## src/sv/front_to_back_matte_compositor_unit_defines.svh

```systemverilog
// ----------------------------------------------------------------------------
// Assertion macros for the front-to-back matte compositor
// Shared helpers for the concurrent checks at the end of the top level.
// ----------------------------------------------------------------------------
`ifndef FRONT_TO_BACK_MATTE_COMPOSITOR_UNIT_DEFINES_SVH
`define FRONT_TO_BACK_MATTE_COMPOSITOR_UNIT_DEFINES_SVH

// The consequent must hold in the same cycle as the antecedent.
`define FBMC_ASSERT_SAME(lbl, ante, cons, msg) \
	lbl: assert property (@(posedge clk) disable iff (!arst_n) (ante) |-> (cons)) \
		else $error(msg);

// The consequent must hold in the cycle after the antecedent.
`define FBMC_ASSERT_NEXT(lbl, ante, cons, msg) \
	lbl: assert property (@(posedge clk) disable iff (!arst_n) (ante) |=> (cons)) \
		else $error(msg);

`endif

```

## src/sv/fbmc_pkg.sv

```systemverilog
// ----------------------------------------------------------------------------
// fbmc_pkg
// Widths, fixed-point constants and arithmetic helpers of the compositor.
// ----------------------------------------------------------------------------
package fbmc_pkg;

	// Field widths.
	localparam int COLOR_W = 24;
	localparam int OPAC_W  = 16;
	localparam int T_W     = 16;
	localparam int LANES   = 3;

	// Q2.14 unity and fraction bits.
	localparam int ONE_Q14 = 16384;
	localparam int FRAC    = 14;

	// Widest product (transmittance times a color value) and derived sizes.
	localparam int PROD_W = T_W + COLOR_W;
	localparam int QUOT_W = PROD_W - FRAC;
	localparam int SUM_W  = QUOT_W + 1;

	// Default number of extra channel triples.
	localparam int EXTRA_CHANNELS_DEF = 1;

	typedef logic signed [COLOR_W-1:0] color_t;
	typedef logic signed [OPAC_W-1:0]  opac_t;
	typedef logic signed [T_W-1:0]     trans_t;

	// Per-sample control handed from the top level to every lane.
	typedef struct packed {
		logic upd;
		logic seed;
		logic matte;
		logic extra_mode;
	} ctl_t;

	// Divide a product by 16384, truncating toward zero.
	function automatic logic signed [QUOT_W-1:0] div_q14(input logic signed [PROD_W-1:0] p);
		logic signed [PROD_W-1:0] adj;
		adj = p[PROD_W-1] ? p + PROD_W'(ONE_Q14 - 1) : p;
		return QUOT_W'(adj >>> FRAC);
	endfunction

	// Saturate a wide sum to the color width.
	function automatic color_t sat_color(input logic signed [SUM_W-1:0] x);
		if (&x[SUM_W-1:COLOR_W-1] || ~|x[SUM_W-1:COLOR_W-1]) begin
			return x[COLOR_W-1:0];
		end else if (x[SUM_W-1]) begin
			return {1'b1, {(COLOR_W-1){1'b0}}};
		end else begin
			return {1'b0, {(COLOR_W-1){1'b1}}};
		end
	endfunction

	// Saturate a wide sum to 16 bits (opacity and transmittance).
	function automatic opac_t sat_16(input logic signed [SUM_W-1:0] x);
		if (&x[SUM_W-1:OPAC_W-1] || ~|x[SUM_W-1:OPAC_W-1]) begin
			return x[OPAC_W-1:0];
		end else if (x[SUM_W-1]) begin
			return {1'b1, {(OPAC_W-1){1'b0}}};
		end else begin
			return {1'b0, {(OPAC_W-1){1'b1}}};
		end
	endfunction

endpackage

```

## src/sv/fbmc_lane.sv

```systemverilog
// ----------------------------------------------------------------------------
// fbmc_lane
// One color component: transmittance and accumulators with their update.
// ----------------------------------------------------------------------------
module fbmc_lane #(
	parameter int EXTRA_CHANNELS = fbmc_pkg::EXTRA_CHANNELS_DEF
) (
	input  logic              clk,
	input  logic              arst_n,
	input  fbmc_pkg::ctl_t    ctl,
	input  fbmc_pkg::color_t  color,
	input  fbmc_pkg::opac_t   opacity,
	input  fbmc_pkg::color_t  extra,
	output fbmc_pkg::color_t  nxt_color,
	output fbmc_pkg::opac_t   nxt_opacity,
	output fbmc_pkg::color_t  nxt_extra
);

	localparam int FACT_W = fbmc_pkg::OPAC_W + 2;
	localparam int PROD_W = fbmc_pkg::PROD_W;
	localparam int SUM_W  = fbmc_pkg::SUM_W;

	fbmc_pkg::trans_t t_q;
	fbmc_pkg::color_t col_q;
	fbmc_pkg::opac_t  op_q;
	fbmc_pkg::color_t ext_q;
	fbmc_pkg::trans_t nxt_t;

	logic signed [FACT_W-1:0] f_norm;
	logic signed [FACT_W-1:0] f_matte;
	logic signed [FACT_W-1:0] factor;

	logic signed [fbmc_pkg::T_W+FACT_W-1:0]           p_t;
	logic signed [PROD_W-1:0]                         p_c;
	logic signed [fbmc_pkg::T_W+fbmc_pkg::OPAC_W-1:0] p_o;
	logic signed [PROD_W-1:0]                         p_e;

	logic signed [SUM_W-1:0] sum_t;
	logic signed [SUM_W-1:0] sum_c;
	logic signed [SUM_W-1:0] sum_o;
	logic signed [SUM_W-1:0] sum_e;

	// Transmittance factors 1 - opacity and 1 + opacity, exact.
	assign f_norm  = FACT_W'(fbmc_pkg::ONE_Q14) - FACT_W'(opacity);
	assign f_matte = FACT_W'(fbmc_pkg::ONE_Q14) + FACT_W'(opacity);
	assign factor  = ctl.matte ? f_matte : f_norm;

	// Products of the current transmittance, each one multiplier.
	assign p_t = t_q * factor;
	assign p_c = t_q * color;
	assign p_o = t_q * opacity;
	assign p_e = t_q * extra;

	// Quotients by unity, added to the accumulators.
	assign sum_t = SUM_W'(fbmc_pkg::div_q14(PROD_W'(p_t)));
	assign sum_c = SUM_W'(col_q) + SUM_W'(fbmc_pkg::div_q14(p_c));
	assign sum_o = SUM_W'(op_q) + SUM_W'(fbmc_pkg::div_q14(PROD_W'(p_o)));
	assign sum_e = SUM_W'(ext_q) + SUM_W'(fbmc_pkg::div_q14(p_e));

	// Next state: seed, later matte sample or later normal sample.
	always_comb begin
		if (ctl.seed) begin
			nxt_t       = fbmc_pkg::sat_16(SUM_W'(factor));
			nxt_color   = ctl.matte ? '0 : color;
			nxt_opacity = ctl.matte ? '0 : opacity;
			nxt_extra   = (ctl.matte && ctl.extra_mode) ? '0 : extra;
		end else if (ctl.matte) begin
			nxt_t       = fbmc_pkg::sat_16(sum_t);
			nxt_color   = col_q;
			nxt_opacity = op_q;
			nxt_extra   = ctl.extra_mode ? ext_q : extra;
		end else begin
			nxt_t       = fbmc_pkg::sat_16(sum_t);
			nxt_color   = fbmc_pkg::sat_color(sum_c);
			nxt_opacity = fbmc_pkg::sat_16(sum_o);
			nxt_extra   = fbmc_pkg::sat_color(sum_e);
		end
		// Without extra channels the extra accumulator stays cleared.
		if (EXTRA_CHANNELS == 0) begin
			nxt_extra = '0;
		end
	end

	// Lane state, updated once per sample.
	always_ff @(posedge clk or negedge arst_n) begin
		if (!arst_n) begin
			t_q   <= '0;
			col_q <= '0;
			op_q  <= '0;
			ext_q <= '0;
		end else if (ctl.upd) begin
			t_q   <= nxt_t;
			col_q <= nxt_color;
			op_q  <= nxt_opacity;
			ext_q <= nxt_extra;
		end
	end

endmodule

```

## config.mk

```make
export PLATFORM = sky130hd
export DESIGN_NAME = fbmc_lane
export DESIGN_NICKNAME = d
export VERILOG_FILES = /design/src/sv/front_to_back_matte_compositor_unit_defines.svh /design/src/sv/fbmc_pkg.sv /design/src/sv/fbmc_lane.sv
export SDC_FILE = /design/constraint.sdc
export NUM_CORES = 2
export LEC_CHECK = 0
export ABC_AREA = 0
export BUFFER_PORTS_ARGS = -buffer_cell sky130_fd_sc_hd__buf_2
export CORE_UTILIZATION = 50
export CTS_CLUSTER_SIZE = 24
export DETAILED_ROUTE_END_ITERATION = 10
export PLACE_DENSITY_LB_ADDON = 0.3
export SLEW_MARGIN = 15
export SYNTH_ARGS = -nofsm -noshare
export SYNTH_HDL_FRONTEND = slang
export SYNTH_SLANG_ARGS = --single-unit
```

## constraint.sdc

```tcl
create_clock -name clk -period 30.7 [get_ports clk]
set_clock_uncertainty 0.1 [all_clocks]
set_input_delay 6.14 -clock clk [delete_from_list [all_inputs] [get_ports clk]]
set_output_delay 6.14 -clock clk [all_outputs]
set_load 0.05 [all_outputs]
```

==> summary.md <==
| Metric | Value |
|---|---|
| Status | `complete, no violations` |
| Die area | `roughly 120000 um^2` |
| Distinct cells, synth | `roughly 110` |
| Seq cells post-synth | `80` |
| Worst hold stages | `2` |
| Total global routing overflow | `0` |
| HP Class | `reg -> reg` |
| Initial antenna violation count | `7` |
| Async S/R FF share, synth | `100%` |
| Hold_buf cts | `0` |
| Tot GR Track Use | `between 20 and 30%` |
| Worst endpoint data arrival time | `roughly 18000 ps` |
| Hold Vio Cnt, Final | `0` |
| Drt via density | `around 5.6` |
| Max_cap viols | `0` |
| CP most frequent cell | `fa_1` |
| CTS buffer count | `9` |
| Chip Height | `348 um` |
| Post-synth EDFFs | `0` |
| DR WL/cell | `19.6 um` |
| Fin nets | `a little under 9000` |
| Cts repair resizes | `0` |
| Critical Path Start Type | `input pin` |
| H-tree depth | `3` |
| CTS root buffer | `clkbuf_16` |
| Worst Tran Pin Value | `approximately 1200 ps` |
| Cells after synthesis | `7033` |
| Min cycle time layout | `around 24000 ps` |
| Critical Path RT | `around 24000 ps` |
| Share of layout cells above drive strength 1 | `4.35%` |
| Starting Density | `between 50 and 60%` |
| DIE WIDTH | `roughly 350 um` |
| Drt drc | `0` |
| Post-synth top cells | `inv_1, fa_1, nand2_1` |
| WL final | `about 170000 um` |
| Syn nets | `slightly below 9000` |
| CP max FO | `18` |
| Final period utilization | `about 78%` |
| Max Slew Vio Count | `0` |
| Via Count | `between 40000 and 50000` |
| Core ar. | `about 120000 um^2` |
| Clock transition at path regs | `70 ps` |
| Initial drt markers | `around 3600` |
| Worst setup EP type | `output port` |
| Peak Freq | `roughly 42 MHz` |
| Max_slew headroom | `19.3%` |
| TritonCTS clock tree | `built` |
| ANT nets after route | `0` |
| Ports | `around 130` |
| Pin count of the biggest net entering global routing | `65` |
| Cell with the largest stage delay on the worst path | `a211oi_1` |
| Clock latency on the worst-skew pair | `480 ps` |
| RePlAce Congestion | `between 0.9 and 1` |
| Mean Syn Cell Area | `between 8 and 9 um^2` |
| Cell with the most instances after synthesis | `inv_1` |
| Main area contributors after synthesis | `fa_1, inv_1, ha_1, nand2_1, and2_1` |
| Setup-failing EPs final | `0` |
| Postcts setup bufs | `0` |
| DP HPWL | `129000 um` |
| Area Overhead vs Synth | `3.38%` |
| Sequential share of the synthesized area | `approximately 3.3%` |
| R2R depth | `34` |
| 1st-pass router iterations | `8` |
| Buffers on Ports | `~130` |
| Post-synth top flop | `dfrtp_1` |
| First-pass GRT wire length | `about 270000 um` |
| Top cell type's share of synthesized area | `a little over two fifths` |
| Crit path largest cell delay | `between 900 and 1000 ps` |
| CTS sink count | `80` |
| Vias in the first global route | `approximately 50000` |
| RSZ-0062 raised after global routing | `no` |
| Post-synth top area cell | `fa_1` |
| Setup_tns | `0 ps` |
| Core Rows | `approximately 130` |
| Clock Path Buffers | `2` |
| Critical Setup Path Class | `in -> out` |
| Cell area after synthesis | `approximately 60000 um^2` |
| YS warnings | `0` |
[cell families (layout without fill, tap and decap cells)]
logic type	count (synthesis)	count (layout)	synth area share (%)
simple gates	2069	2069	16.7
flops	80	80	3.35
xor+xnor	265	265	3.92
fa+ha+maj	1738	1738	52.6
other cells	0	6	0
mux	39	39	0.699
buf+inv	1878	1734	11.8
compound gates	964	964	10.9
[routing by layer]
metal,track usage [%],routed length (um)
met4,8.46,4980
met5,0,0
met2,49.1,81900
met1,37.4,68100
met3,3.14,10400
[cell type report]
cell class	count	area (um^2)
Inverter	1533	5760
Sequential cell	80	2030
Clock inverter	7	70.1
Fill cell	11200	56400
Clock buffer	9	225
Tap cell	1536	1920
Antenna cell	6	15.0
Timing Repair Buffer	185	1060
Multi-Input combinational cell	5075	50700
[registers in the layout (all words and copies together) (netlist names)]
| signal | count |
|---|---|
| col_q | 24 |
| ext_q | 24 |
| op_q | 16 |
| t_q | 16 |
[metrics by stage]
| step | hold slack (ps) | std cells | area [um^2] | setup WS, ps | utilization, % |
|---|---|---|---|---|---|
| 3_5_place_dp | 415 | 8409 | 61500 | 6910 | 52.0 |
| 5_1_grt | 465 | 8429 | 61800 | 5920 | 52.3 |
| 6_report | 430 | 8431 | 61800 | 6650 | 52.3 |
| 3_3_place_gp | 402 | 8409 | 61500 | 7010 | 52.0 |
| 2_1_floorplan | 377 | 7033 | 59800 | 8130 | - |
| 4_1_cts | 433 | 8425 | 61800 | 6850 | 52.2 |
[critical path, delay by kind of cell]
family / cells / cell delay, ps
buffers and inverters: 7 / 870
XOR/XNOR: 1 / 160
AO/OA/AOI/OAI: 7 / 3030
AND/OR/NAND/NOR: 13 / 3760
adder cells (fa/ha/maj): 8 / 3810
[worst paths after layout]
kind / endpoint / slack [ps] / startpoint
worst min register to register: ext_q[22] / 430 / ext_q[22]
worst max-delay path: nxt_color[16] / 6650 / color[17]
worst min-delay path: ext_q[22] / 430 / ext_q[22]
worst max register to register: col_q[21] / 17700 / t_q[10]
max in group asynchronous: t_q[7] / 23580 / arst_n
min in group asynchronous: t_q[13] / 5520 / arst_n
[placed cells by master (no fill, tap or decap), types with 28 or more instances in the layout]
master	instances
a211oi_1	42
a21o_1	88
a21oi_1	275
and2_1	468
and3_1	29
buf_2	131
buf_4	54
dfrtp_1	64
fa_1	1294
ha_1	439
inv_1	1528
nand2_1	926
nand2b_1	84
nand3_1	56
nand4_1	31
nor2_1	271
nor2b_1	30
nor3_1	59
o211ai_1	38
o21a_1	32
o21ai_0	152
o21bai_1	28
o31ai_1	33
xnor2_1	163
xor2_1	99
Power is left out: the tool's default activity adds up to more than one toggle a clock period on the data nets, which glitch-free logic cannot reach.
